File: config.mk
export PLATFORM = sky130hd
export DESIGN_NAME = stream_mux_frame_deframer
export DESIGN_NICKNAME = d
export VERILOG_FILES = /design/src/rtl/smfd_pkg.sv /design/src/rtl/smfd_parser.sv /design/src/rtl/smfd_out_buf.sv /design/src/rtl/stream_mux_frame_deframer.sv
export SDC_FILE = /design/constraint.sdc
export NUM_CORES = 1
export LEC_CHECK = 0
export BUFFER_PORTS_ARGS = -buffer_cell sky130_fd_sc_hd__clkbuf_2
export CORE_UTILIZATION = 66
export DETAILED_ROUTE_END_ITERATION = 10
export PLACE_DENSITY = 0.86
export SYNTH_ARGS = -nofsm -noshare
export SYNTH_HDL_FRONTEND = slang
export SYNTH_SLANG_ARGS = --single-unit
File: constraint.sdc
create_clock -name clk -period 20.9 [get_ports clk]
set_input_delay 1.045 -clock clk [delete_from_list [all_inputs] [get_ports clk]]
set_output_delay 1.045 -clock clk [all_outputs]
set_load 0.005 [all_outputs]
File: src/rtl/smfd_pkg.sv
// shared types and constants for the multiplexer frame deframer
`default_nettype none

package smfd_pkg;

    localparam int MAX_VARINT_BYTES = 10;
    localparam int CNT_W            = 4;
    localparam int WORD_W           = 64;
    localparam int FLAG_W           = 3;
    localparam int SN_W             = WORD_W - FLAG_W;
    localparam int BYTE_W           = 8;
    localparam int KIND_W           = 2;
    localparam int SHIFT_W          = 7;

    localparam logic [FLAG_W-1:0] FLAG_RESERVED = 3'd7;

    // tdata layout of a result word, from the lowest bit up
    localparam int TDATA_USED = SN_W + FLAG_W + 1 + WORD_W + BYTE_W;
    localparam int TDATA_W    = ((TDATA_USED + 7) / 8) * 8;

    typedef enum logic [1:0] {
        PH_ID   = 2'd0,
        PH_LEN  = 2'd1,
        PH_DATA = 2'd2
    } phase_t;

    typedef enum logic [KIND_W-1:0] {
        KIND_HEADER  = 2'd0,
        KIND_PAYLOAD = 2'd1,
        KIND_ERROR   = 2'd2
    } kind_t;

    typedef struct packed {
        kind_t              kind;
        logic [SN_W-1:0]    stream_id;
        logic [FLAG_W-1:0]  flag;
        logic               flag_invalid;
        logic [WORD_W-1:0]  length;
        logic [BYTE_W-1:0]  payload_byte;
        logic               last;
    } res_t;

endpackage

`default_nettype wire

File: src/rtl/smfd_parser.sv
// frame parse state: varint decoding, header, payload and error result generation
`default_nettype none

module smfd_parser
(
    input  wire logic                       clk,
    input  wire logic                       rst_n,
    input  wire logic                       in_take,
    input  wire logic [smfd_pkg::BYTE_W-1:0] in_byte,
    output logic                            res_valid,
    output smfd_pkg::res_t                  res
);
    import smfd_pkg::*;

    phase_t            phase_reg, phase_next;
    logic [WORD_W-1:0] acc_reg, acc_next;
    logic [CNT_W-1:0]  cnt_reg, cnt_next;
    logic [WORD_W-1:0] word_reg, word_next;
    logic [WORD_W-1:0] remain_reg, remain_next;

    logic [SHIFT_W-1:0] shift;
    logic [WORD_W-1:0]  acc_fed;
    logic [CNT_W-1:0]   cnt_inc;
    logic               vi_done;
    logic               vi_err;
    logic [WORD_W-1:0]  remain_dec;
    logic               remain_zero;
    logic               len_zero;

    // shift stays below 64 since the count never passes nine here
    assign shift      = SHIFT_W'(cnt_reg) * SHIFT_W'(7);
    assign acc_fed    = acc_reg | ({{(WORD_W-7){1'b0}}, in_byte[6:0]} << shift);
    assign cnt_inc    = cnt_reg + CNT_W'(1);
    assign vi_done    = ~in_byte[7];
    assign vi_err     = in_byte[7] && (cnt_inc >= CNT_W'(MAX_VARINT_BYTES));
    assign remain_dec = remain_reg - WORD_W'(1);
    assign remain_zero = (remain_dec == '0);
    assign len_zero   = (acc_fed == '0);

    // next state
    always_comb
    begin
        phase_next  = phase_reg;
        acc_next    = acc_reg;
        cnt_next    = cnt_reg;
        word_next   = word_reg;
        remain_next = remain_reg;
        if (in_take)
        begin
            if (phase_reg == PH_DATA)
            begin
                remain_next = remain_dec;
                if (remain_zero)
                begin
                    phase_next = PH_ID;
                    word_next  = '0;
                end
            end
            else if (vi_err)
            begin
                phase_next  = PH_ID;
                acc_next    = '0;
                cnt_next    = '0;
                word_next   = '0;
                remain_next = '0;
            end
            else if (!vi_done)
            begin
                acc_next = acc_fed;
                cnt_next = cnt_inc;
            end
            else if (phase_reg == PH_LEN)
            begin
                acc_next = '0;
                cnt_next = '0;
                if (len_zero)
                begin
                    phase_next = PH_ID;
                    word_next  = '0;
                end
                else
                begin
                    phase_next  = PH_DATA;
                    remain_next = acc_fed;
                end
            end
            else
            begin
                // id varint complete, also for the unused phase code
                word_next  = acc_fed;
                acc_next   = '0;
                cnt_next   = '0;
                phase_next = PH_LEN;
            end
        end
    end

    // result word
    always_comb
    begin
        res               = '0;
        res.kind          = KIND_HEADER;
        res_valid         = 1'b0;
        res.stream_id     = word_reg[WORD_W-1:FLAG_W];
        res.flag          = word_reg[FLAG_W-1:0];
        res.flag_invalid  = (word_reg[FLAG_W-1:0] == FLAG_RESERVED);
        if (phase_reg == PH_DATA)
        begin
            res_valid        = in_take;
            res.kind         = KIND_PAYLOAD;
            res.payload_byte = in_byte;
            res.last         = remain_zero;
        end
        else if (vi_err)
        begin
            res_valid = in_take;
            res       = '0;
            res.kind  = KIND_ERROR;
            res.last  = 1'b1;
        end
        else if (vi_done && phase_reg == PH_LEN)
        begin
            res_valid  = in_take;
            res.length = acc_fed;
            res.last   = len_zero;
        end
    end

    always_ff @(posedge clk or negedge rst_n)
    begin
        if (!rst_n)
        begin
            phase_reg  <= PH_ID;
            acc_reg    <= '0;
            cnt_reg    <= '0;
            word_reg   <= '0;
            remain_reg <= '0;
        end
        else
        begin
            phase_reg  <= phase_next;
            acc_reg    <= acc_next;
            cnt_reg    <= cnt_next;
            word_reg   <= word_next;
            remain_reg <= remain_next;
        end
    end

endmodule

`default_nettype wire

File: src/rtl/smfd_out_buf.sv
// output register with a skid stage that parks one word while the output is held
`default_nettype none

module smfd_out_buf
(
    input  wire logic           clk,
    input  wire logic           rst_n,
    input  wire logic           push,
    input  wire smfd_pkg::res_t push_res,
    output logic                push_ready,
    output logic                out_valid,
    input  wire logic           out_ready,
    output smfd_pkg::res_t      out_res
);
    import smfd_pkg::*;

    logic out_valid_reg, out_valid_next;
    logic skid_valid_reg, skid_valid_next;
    res_t out_res_reg, out_res_next;
    res_t skid_res_reg, skid_res_next;
    logic load_out;

    assign load_out   = !out_valid_reg || out_ready;
    assign push_ready = !skid_valid_reg;
    assign out_valid  = out_valid_reg;
    assign out_res    = out_res_reg;

    always_comb
    begin
        out_valid_next  = out_valid_reg;
        skid_valid_next = skid_valid_reg;
        out_res_next    = out_res_reg;
        skid_res_next   = skid_res_reg;
        if (load_out)
        begin
            if (skid_valid_reg)
            begin
                out_valid_next  = 1'b1;
                out_res_next    = skid_res_reg;
                skid_valid_next = 1'b0;
            end
            else
            begin
                out_valid_next = push;
                out_res_next   = push_res;
            end
        end
        else if (push)
        begin
            // output held by the receiver: park the word
            skid_valid_next = 1'b1;
            skid_res_next   = push_res;
        end
    end

    always_ff @(posedge clk or negedge rst_n)
    begin
        if (!rst_n)
        begin
            out_valid_reg  <= 1'b0;
            skid_valid_reg <= 1'b0;
        end
        else
        begin
            out_valid_reg  <= out_valid_next;
            skid_valid_reg <= skid_valid_next;
        end
    end

    always_ff @(posedge clk)
    begin
        out_res_reg  <= out_res_next;
        skid_res_reg <= skid_res_next;
    end

endmodule

`default_nettype wire

File: src/rtl/stream_mux_frame_deframer.sv
// top level of the multiplexer frame deframer
//
// usage: the slave stream carries one byte of a framed stream per word in
// s_tdata. each frame is a varint id (stream number and 3-bit flag), a
// varint length, then that many payload bytes. the master stream gives
// one word per header (tuser 0), per payload byte (tuser 1) or per varint
// longer than ten bytes (tuser 2, parse restarts). tlast marks the final
// word of a frame, and is set on every error word.
// varint bytes that do not complete a header give no output word.
// throughput: one input byte per cycle, sustained while m_tready is high.
// output: the parser forms each result word combinationally from the accepted
// byte, and the output register (or the skid stage, while held) captures it.
// stall: a two-entry output (register plus skid stage) parks one more word
// while a word waits; s_tready drops while the skid is full.
// reset: asynchronous, clears the parse state to expect an id varint and
// empties the output stage.
`default_nettype none

module stream_mux_frame_deframer
(
    input  wire logic                          clk,
    input  wire logic                          rst_n,
    input  wire logic                          s_tvalid,
    output logic                               s_tready,
    input  wire logic [smfd_pkg::BYTE_W-1:0]   s_tdata,   // data_byte
    output logic                               m_tvalid,
    input  wire logic                          m_tready,
    // stream id, flag, flag_invalid, length, payload_byte, zero pad
    output logic [smfd_pkg::TDATA_W-1:0]       m_tdata,
    output logic [smfd_pkg::KIND_W-1:0]        m_tuser,   // kind
    output logic                               m_tlast    // last
);
    import smfd_pkg::*;

    logic in_take;
    logic res_valid;
    res_t res;
    res_t out_res;

    assign in_take = s_tvalid && s_tready;

    smfd_parser u_parser
    (
        .clk       (clk),
        .rst_n     (rst_n),
        .in_take   (in_take),
        .in_byte   (s_tdata),
        .res_valid (res_valid),
        .res       (res)
    );

    smfd_out_buf u_out_buf
    (
        .clk        (clk),
        .rst_n      (rst_n),
        .push       (res_valid),
        .push_res   (res),
        .push_ready (s_tready),
        .out_valid  (m_tvalid),
        .out_ready  (m_tready),
        .out_res    (out_res)
    );

    assign m_tdata = {{(TDATA_W-TDATA_USED){1'b0}},
                      out_res.payload_byte,
                      out_res.length,
                      out_res.flag_invalid,
                      out_res.flag,
                      out_res.stream_id};
    assign m_tuser = out_res.kind;
    assign m_tlast = out_res.last;

endmodule

`default_nettype wire

==> results of run 1 <==
[layer usage]
metal | up-vias | part of all wire, % | GRT usage (%)
li1 | 8253 | - | -
met1 | 9093 | 38 | 49.99
met2 | 1328 | 46 | 56.17
met3 | 269 | 11 | 8.934
met4 | 0 | 4.9 | 17.18
met5 | - | 0 | 0
[area by class of cell]
cell class	count	area, um^2	share of cell area [%]
diodes	2	5.005	0.01954
well taps	455	569.3	2.222
inverters	17	63.81	0.2491
clock inverters	25	195.2	0.7619
clock buffers	63	1277	4.987
repair buffers	200	1127	4.400
flip-flops and latches	480	13420	52.37
multi-input cells	1494	8964	34.99
[cell families (layout without fill, tap and decap cells)]
kind of cell	count (synthesis)	count (layout)	synth area share (%)
AO/OA/AOI/OAI	482	482	14.85
XOR/XNOR	18	18	0.6814
adder cells (fa/ha/maj)	6	6	0.3245
buffers and inverters	213	305	3.775
flip-flops	480	480	57.98
multiplexers	75	75	3.645
other	1	9	0.01621
AND/OR/NAND/NOR	906	906	18.73
[layout by cell type, fill, tap and decap left out, types with 10 or more instances in the layout]
cell type	n
sky130_fd_sc_hd__a21oi_1	68
sky130_fd_sc_hd__a221o_1	13
sky130_fd_sc_hd__a31oi_1	58
sky130_fd_sc_hd__and2_1	76
sky130_fd_sc_hd__and3_1	12
sky130_fd_sc_hd__buf_4	47
sky130_fd_sc_hd__clkbuf_1	13
sky130_fd_sc_hd__clkbuf_16	48
sky130_fd_sc_hd__clkbuf_2	152
sky130_fd_sc_hd__clkinv_2	10
sky130_fd_sc_hd__dfrtp_1	199
sky130_fd_sc_hd__edfxtp_1	280
sky130_fd_sc_hd__inv_1	15
sky130_fd_sc_hd__mux2_2	74
sky130_fd_sc_hd__nand2_1	193
sky130_fd_sc_hd__nand3_1	32
sky130_fd_sc_hd__nand4_1	30
sky130_fd_sc_hd__nor2_1	343
sky130_fd_sc_hd__nor3_1	55
sky130_fd_sc_hd__nor4_1	90
sky130_fd_sc_hd__o21ai_0	108
sky130_fd_sc_hd__o22ai_1	25
sky130_fd_sc_hd__o311ai_0	10
sky130_fd_sc_hd__o31ai_1	75
sky130_fd_sc_hd__o41a_1	65
sky130_fd_sc_hd__or3_1	12
sky130_fd_sc_hd__xnor2_1	10
[worst max path at each step]
| stage | start | end | slack, ns | cells after the start |
|---|---|---|---|---|
| global placement | s_tdata[7] | u_out_buf.skid_res_reg[100] | 16.02 | 6 |
| finish | u_parser.cnt_reg[1] | u_parser.remain_reg[63] | 15.68 | 11 |
| floorplan | m_tready | u_out_buf.skid_res_reg[0] | 8.13 | 2 |
| global route | u_parser.cnt_reg[0] | u_parser.remain_reg[9] | 15.48 | 11 |
| detailed placement | u_parser.cnt_reg[0] | u_out_buf.skid_res_reg[100] | 15.88 | 8 |
| CTS | u_parser.cnt_reg[1] | u_parser.remain_reg[63] | 15.86 | 11 |
[report_power, final]
part	internal (W)	switching (W)
sequential	0.00124	0.000177
combinational	0.000367	0.000708
clock	0.000457	0.000366
[tightest hold or removal path, delay by kind of cell, from the launching register on]
family | cells | cell delay, ns
flops | 1 | 0.34
simple gates | 1 | 0.05
compound gates | 1 | 0.06
[stage by stage]
step / instances / power [W] / hold slack (ns) / worst slack, ns / instance area, um^2
6_report: 2736 / 0.003316 / 0.4818 / 15.68 / 25620
3_3_place_gp: 2646 / 0.002411 / 0.4615 / 16.02 / 24140
4_1_cts: 2734 / 0.003283 / 0.4845 / 15.86 / 25610
2_1_floorplan: 2187 / 0.002084 / 0.4504 / 8.135 / 23160
3_5_place_dp: 2646 / 0.002457 / 0.4705 / 15.88 / 24140
5_1_grt: 2734 / 0.003451 / 0.5009 / 15.48 / 25610
==> results, run 1 <==
- The post-synthesis async set-or-reset flop share is 41.67%.
- The later pin in the worst-skew pair is clocked with a latency of 0.58 ns.
- At the pin with the least slew margin, the transition time is 1.255 ns.
- The arrival time of data at the critical path endpoint is 5.63 ns.
- Synthesis produced 2,181 cells.
- In this run the critical register-to-register path is captured at u_parser.remain_reg[63].
- The TritonCTS clock tree is yes.
- The H-tree depth is 2.
- The number of synthesized register bits is 480.
- For hold timing, the worst endpoint is u_parser.acc_reg[22].
- Once detail routing completed, the nets flagged for antenna violations numbered 0.
- The start point of the worst min-delay path is u_parser.acc_reg[22].
- The overall overflow remaining after global route is 0.
- The count of input and output buffers is 153.
- The Yosys step of the flow raised 0 warnings.
- The first TritonRoute pass finished after 6 iterations.
- In this run the tightest slew margin relative to its limit is 15.94%.
- Yosys attributes the largest share of cell area to sky130_fd_sc_hd__edfxtp_1, sky130_fd_sc_hd__dfrtp_1, sky130_fd_sc_hd__nor2_1.
- Data on the critical path is required at its endpoint by 21.31 ns.
- Dividing the detail-routed wire length by the instance count gives 24.01 um.
- The number of buffers inserted by hold repair at cts is 0.
- Once layout is complete, the utilization of the core stands at 74.16%.
- In the synthesized netlist the dominant register cell turns out to be sky130_fd_sc_hd__edfxtp_1.
- The largest net degree at the start of global routing is 110.
- The die outline height is 189.2 um.
- The number of antenna violations at the first check in global routing is 1.
- Counting cells, the worst reg-to-reg path comes to 11.
- The maximum vdd ir drop is 0.00008230 V.
- The share of cells above drive strength 1 is 16.72%.
- On the worst path, the slowest cell contributes a delay of 0.88 ns.
- The number of enable-type register cells in the synthesized netlist is 280.
- The final cycle utilization of the critical path is 25.00%.
- The area share of the leading cell type in the synthesized netlist is 36.34%.
- The post-route minimum period is 5.224 ns.
- The ratio of total power to cell area is 129.4 mW/mm^2.
- The number of remaining DRC errors is 0.
- Buffers added to address setup during post-CTS repair amount to 0.
- Clock-pin slew was measured on the worst setup and hold paths at 0.07 ns.
- The signal on the critical path passes through inv_1 > ha_1 > nand4b_1 > a31o_2 > o21bai_4 > a21oi_1 > o21a_2 > buf_4 > nand2_1 > o22ai_1 > a21oi_1.
- The net count of the finished layout is 2,259.
- The final sum of negative setup slack is 0 ns.
- Pin placement for this block handled 161 I/O pins.
- The filler cells instantiated in the layout total 2,264.
- After synthesis the cells add up to 0.02313 mm^2.
- The type of origin of the critical path is a register.
- The synthesized netlist contains 74 unique library cells.
- Counting instances, the worst hold path has a depth of 2.
- On the critical path, the stage with the largest delay is an instance of sky130_fd_sc_hd__a31o_2.
- The startpoint of the lowest-slack register-to-register path is u_parser.cnt_reg[1].
- The wire length of the first global-routing pass is 101.9 mm.
- The minimum setup slack among reg-to-reg paths is 15.68 ns.
- The most used cell along the critical path is sky130_fd_sc_hd__a21oi_1.
- The mean instance size in the synthesized netlist is 10.61 um^2.
- The commonest cells after synthesis are sky130_fd_sc_hd__nor2_1, sky130_fd_sc_hd__edfxtp_1, sky130_fd_sc_hd__dfrtp_1, sky130_fd_sc_hd__nand2_1, sky130_fd_sc_hd__clkbuf_1.
- The critical path class is register to register.
- Setup repair after global routing left no endpoint under its margin.
- Setup violations remaining at the end of the flow were counted as 0.
- The wire length after detailed routing is 65.68 mm.
- The number of slew-limit violations in the final report is 0.
- The total via count in the routed design is 18,940.
- The maximum fanout along the worst path is 68.
- The most instantiated library cell after synthesis is sky130_fd_sc_hd__nor2_1.
- The floorplan has 68 rows.
- The buffers plus inverters on the worst setup path is 2.
- The run finished with clean final reports.
- The width of the die is 189.2 um.
- The worst hold path belongs to the class register to register.
- Summed over all cells, the static leakage comes to 10.01 nW.
- The count of clock tree sinks is 480.
- The hold violation count in the final report is 0.
- The number of vias per cell after detailed routing is 6.924.
- The detailed placement HPWL is 40.72 mm.
- Relative to the synthesized area, the layout overhead comes to 10.74%.
- Global routing used 36.76% of the available tracks.
- The CTS buffer count is 48.
- The cell sitting at the root of the clock tree is a sky130_fd_sc_hd__clkbuf_16.
- STA classifies the critical path endpoint as a register.
- After the first detailed-routing iteration, the DRC count stood at 2,730.
- Across the run, the number of max-cap violations was 0.
- The routability-driven placement congestion ratio is 0.9532.
- The area of the die is 0.03581 mm^2.
- On the final layout, the worst clock skew is 0.01901 ns.
- The effective utilization at floorplan is 66.97%.
- The core box area is 0.03454 mm^2.
- sky130_fd_sc_hd__edfxtp_1 takes more of the synthesized area than any other cell.
- The largest buffer count on any clock path is 3.
- The maximum clock rate is 191.4 MHz.
- Once the clock tree was built, the resizer swapped 0 gates to a different size.
- The dominant delay contributor by cell family on the critical path is compound AO/OA/AOI/OAI gates.
- Sequential cells were found to cover 57.98% of the synthesized design area.
- The number of global-route vias before repair is 17,750.
No activity file was read; power rests on OpenSTA's default activity.
==> run 2: changes to the inputs <==
Settings changed: ABC_AREA set to 1, CORE_UTILIZATION 66 to 55, PLACE_DENSITY 0.86 to 0.76.
Clock period 20.9 ns to 4.5 ns, I/O delays scaled along.
==> run 2 against run 1 <==
  * Sequential power increased to 4.4 times the previous value
  * Sequential share of layout area decreased by 1.1 points
  * Synthesized cell count increased by 25%
  * Maximum frequency increased by 41%
  * Synthesized area increased by 0.98%
  * Largest power group is now combinational cells
==> results, run 2 <==
- The ratio of total power to cell area was 688.7 mW/mm^2 (was 129.4 mW/mm^2).
- The number of I/O pins is 161 (unchanged).
- The routability-driven placement congestion ratio came to 0.9951 (was 0.9532).
- Most used cells in the layout excluding fill and tap cells: sky130_fd_sc_hd__nand2_1, sky130_fd_sc_hd__nor2_1, sky130_fd_sc_hd__edfxtp_1 (was sky130_fd_sc_hd__nor2_1, sky130_fd_sc_hd__edfxtp_1, sky130_fd_sc_hd__dfrtp_1).
- The remaining number of nets flagged by the antenna check after routing is 0 (unchanged).
- The static power due to leakage came to 12.37 nW (was 10.01 nW).
- The distinct cell type count of the synthesized netlist is 39 (was 74).
- The leading cell type in the layout, fill and taps excluded is sky130_fd_sc_hd__nand2_1 (was sky130_fd_sc_hd__nor2_1).
- The post-synthesis async set-or-reset flop share is 41.67% (unchanged).
- The layout-stage area growth over the synthesis result is 12.10% (was 10.74%).
- The core box area is 0.04195 mm^2 (was 0.03454 mm^2).
- The worst hold path stage count was 3 (was 2).
- The area of the die is 0.04331 mm^2 (was 0.03581 mm^2).
- The site row count came to 75 (was 68).
- The maximum fanout along the worst path is 34 (was 68).
- The overall overflow remaining after global route is 0 (unchanged).
- The wire length after detailed routing was 66.76 mm (was 65.68 mm).
- The endpoint kind of the worst setup timing path is a register (unchanged).
- The maximum vdd ir drop is 0.0004354 V (was 0.00008230 V).
- The area of all placed cells without fillers is 0.02619 mm^2 (was 0.02562 mm^2).
- The effective utilization at floorplan is 55.70% (was 66.97%).
- The most used flip-flop cell after synthesis is sky130_fd_sc_hd__edfxtp_1 (unchanged).
- The number of vias per cell after detailed routing is 5.586 (was 6.924).
- The area share of the leading cell type in the synthesized netlist is 35.99% (was 36.34%).
- The type of origin of the critical path is a register (unchanged).
- The share of cells above drive strength 1 is 11.96% (was 16.72%).
- The count of input and output buffers came to 153 (unchanged).
- The path depth of the worst reg2reg path came to 20 (was 11).
- The CTS buffer count is 50 (was 48).
- Top area cells in the synthesized netlist: sky130_fd_sc_hd__edfxtp_1, sky130_fd_sc_hd__dfrtp_1, sky130_fd_sc_hd__nand2_1 (was sky130_fd_sc_hd__edfxtp_1, sky130_fd_sc_hd__dfrtp_1, sky130_fd_sc_hd__nor2_1).
- The number of global-route vias before repair is 18,000 (was 17,750).
- The clock root buffer master is sky130_fd_sc_hd__clkbuf_16 (unchanged).
- The total cell area at the placement stage is 0.02442 mm^2 (was 0.02414 mm^2).
- The final-report setup violation count came to 0 (unchanged).
- The number of search-and-repair iterations in the first detailed-routing pass came to 6 (unchanged).
- The final sum of negative setup slack was 0 ns (unchanged).
- The average wire per standard cell is 19.58 um (was 24.01 um).
- The total via count in the routed design is 19,050 (was 18,940).
- The multi-input logic area is 0.008429 mm^2 (was 0.008964 mm^2).
- The final cycle utilization of the critical path is 82.43% (was 25.00%).
- The minimum setup slack among reg-to-reg paths is 0.79 ns (was 15.68 ns).
- The post-synthesis sequential area ratio is 57.41% (was 57.98%).
- The startpoint of the lowest-slack register-to-register path is u_parser.remain_reg[0] (was u_parser.cnt_reg[1]).
- The number of enable-type register cells in the synthesized netlist is 280 (unchanged).
- The hold violation count in the final report is 0 (unchanged).
- The start point of the worst min-delay path is s_tdata[7] (was u_parser.acc_reg[22]).
- The number of antenna violations at the first check in global routing was 6 (was 1).
- RSZ-0062 raised after global routing: false (unchanged).
- Result of the run: finished clean (unchanged).
- The number of remaining DRC errors came to 0 (unchanged).
- The cell taking the most area after synthesis is sky130_fd_sc_hd__edfxtp_1 (unchanged).
- The iteration-0 DRC count of the detailed router is 2,117 (was 2,730).
- The TritonCTS clock tree is yes (unchanged).
- The required time at the endpoint of the critical path is 4.97 ns (was 21.31 ns).
- The largest clock skew in the final design came to 0.02726 ns (was 0.01901 ns).
- The critical path class is register to register (unchanged).
- The die outline height is 208.1 um (was 189.2 um).
- The clock latency on the worst-skew pair is 0.59 ns (was 0.58 ns).
- The largest net degree at the start of global routing is 109 (was 110).
- The count of clock tree sinks is 480 (unchanged).
- The number of slew-limit violations in the final report came to 0 (unchanged).
- The width of the die is 208.1 um (was 189.2 um).
- The wire length of the first global-routing pass is 103.5 mm (was 101.9 mm).
- The worst-margin pin slew is 1.218 ns (was 1.255 ns).
- The largest buffer count on any clock path is 3 (unchanged).
- The detailed placement HPWL is 46.34 mm (was 40.72 mm).
- The most instantiated library cell after synthesis is sky130_fd_sc_hd__nand2_1 (was sky130_fd_sc_hd__nor2_1).
- The maximum clock rate is 269.6 MHz (was 191.4 MHz).
- The mean instance size in the synthesized netlist was 8.592 um^2 (was 10.61 um^2).
- The area taken by flip-flops and latches was 0.01342 mm^2 (unchanged).
- The summed instance area of the synthesized netlist is 0.02336 mm^2 (was 0.02313 mm^2).
- The classification of the worst-slack hold path was input pin to register (was register to register).
- The arrival time of data at the critical path endpoint is 4.18 ns (was 5.63 ns).
- The gate count of the mapped netlist is 2,719 (was 2,181).
- The number of synthesized register bits is 480 (unchanged).
- The headroom to the max-slew limit is 18.67% (was 15.94%).
- The register clock-pin slew on the reported worst setup and hold paths is 0.06 ns (was 0.07 ns).
- The post-route minimum period is 3.709 ns (was 5.224 ns).
- The H-tree depth is 2 (unchanged).
- The count of yosys warnings during synthesis is 0 (unchanged).
- Post-synth top cells: sky130_fd_sc_hd__nand2_1, sky130_fd_sc_hd__nor2_1, sky130_fd_sc_hd__edfxtp_1, sky130_fd_sc_hd__inv_1, sky130_fd_sc_hd__o21ai_0 (was sky130_fd_sc_hd__nor2_1, sky130_fd_sc_hd__edfxtp_1, sky130_fd_sc_hd__dfrtp_1, sky130_fd_sc_hd__nand2_1, sky130_fd_sc_hd__clkbuf_1).
- The net count of the finished layout was 2,845 (was 2,259).
- The destination of the worst hold path is u_parser.cnt_reg[3] (was u_parser.acc_reg[22]).
- The count of fill cells added during filler insertion is 3,533 (was 2,264).
- The global router's overall resource usage is 31.17% (was 36.76%).
- The capture point of the worst reg-to-reg path is u_parser.phase_reg[1] (was u_parser.remain_reg[63]).
- The reported max-cap violation count is 0 (unchanged).
run 2: logic make-up (layout without fill, tap and decap cells):
family	after synthesis	count (layout)	share of synthesized area [%]
flip-flops	480	480	57.41
AO/OA/AOI/OAI	350	350	8.007
buffers and inverters	380	524	6.844
AND/OR/NAND/NOR	1494	1494	27.10
other	1	9	0.01605
adder cells (fa/ha/maj)	6	6	0.3213
XOR/XNOR	8	8	0.2999
run 2: cell type report:
class,count,area share [%]
Sequential cell,480,51.23
Tap cell,539,2.575
Multi-Input combinational cell,1865,32.19
Clock buffer,70,5.384
Timing Repair Buffer,186,4.075
Antenna cell,2,0.01911
Clock inverter,24,1.037
Inverter,244,3.497
run 2: worst max-delay path, stage by stage, from the launching register on:
cell and delay (ns):
sky130_fd_sc_hd__dfrtp_1 0.42, sky130_fd_sc_hd__inv_1 0.17, sky130_fd_sc_hd__ha_1 0.24, sky130_fd_sc_hd__nand2_2 0.13, sky130_fd_sc_hd__nor2_8 0.20, sky130_fd_sc_hd__nand2_4 0.12
sky130_fd_sc_hd__nor2_4 0.21, sky130_fd_sc_hd__nand2_1 0.08, sky130_fd_sc_hd__nand2_1 0.06, sky130_fd_sc_hd__nand2_1 0.12, sky130_fd_sc_hd__nor2_1 0.16, sky130_fd_sc_hd__nand3_1 0.22
sky130_fd_sc_hd__nor2_1 0.15, sky130_fd_sc_hd__nand2_1 0.06, sky130_fd_sc_hd__nor2_1 0.09, sky130_fd_sc_hd__nand2_1 0.11, sky130_fd_sc_hd__nand2_4 0.29, sky130_fd_sc_hd__buf_4 0.42
sky130_fd_sc_hd__nand2_1 0.17, sky130_fd_sc_hd__nand2_1 0.09, sky130_fd_sc_hd__o21ai_1 0.06
run 2: timing repair:
item,in CTS,in global routing
gates resized for setup,0,0
hold endpoints to repair,112,0
hold buffers,8,0
endpoints found under the setup margin,0,0
buffers inserted,0,0
run 2: metrics by stage:
stage / setup slack [ns] / std cells / power, W / utilization [%] / hold slack, ns
after detailed placement: 0.8917 / 3306 / 0.01370 / 58.23 / 0.4259
after global placement: 0.8772 / 3306 / 0.01363 / 58.23 / 0.4184
final: 0.7906 / 3410 / 0.01804 / 62.44 / 0.1163
after floorplan: 0.02133 / 2725 / 0.01124 / - / -0.07059
after CTS: 0.8525 / 3408 / 0.01798 / 62.43 / 0.05809
after global routing: 0.4996 / 3408 / 0.01920 / 62.43 / 0.09241
run 2: worst max path at each step:
stage,startpoint,end,slack [ns],depth (start not counted)
global placement,u_parser.remain_reg[0],u_parser.phase_reg[1],0.88,20
floorplan,u_parser.cnt_reg[1],u_out_buf.skid_res_reg[0],0.02,12
detailed placement,u_parser.remain_reg[0],u_parser.phase_reg[0],0.89,20
CTS,u_parser.remain_reg[0],u_parser.phase_reg[1],0.85,20
finish,u_parser.remain_reg[0],u_parser.phase_reg[1],0.79,20
global route,u_parser.remain_reg[0],u_parser.phase_reg[0],0.50,20
run 2: routing by layer:
metal / up-vias / track usage [%] / part of all wire, %
li1: 9052 / - / -
met1: 9020 / 43.52 / 42
met2: 811 / 47.88 / 46
met3: 156 / 7.245 / 8.6
met4: 8 / 11.14 / 3.4
met5: - / 0 / 0.081
run 2: power by group:
group          switching, W  internal (W)  total (W)  leakage, nW
Clock               0.00177       0.00249    0.00426        0.804
Combinational       0.00540       0.00208    0.00749         5.94
Sequential         0.000585       0.00571    0.00629         5.63
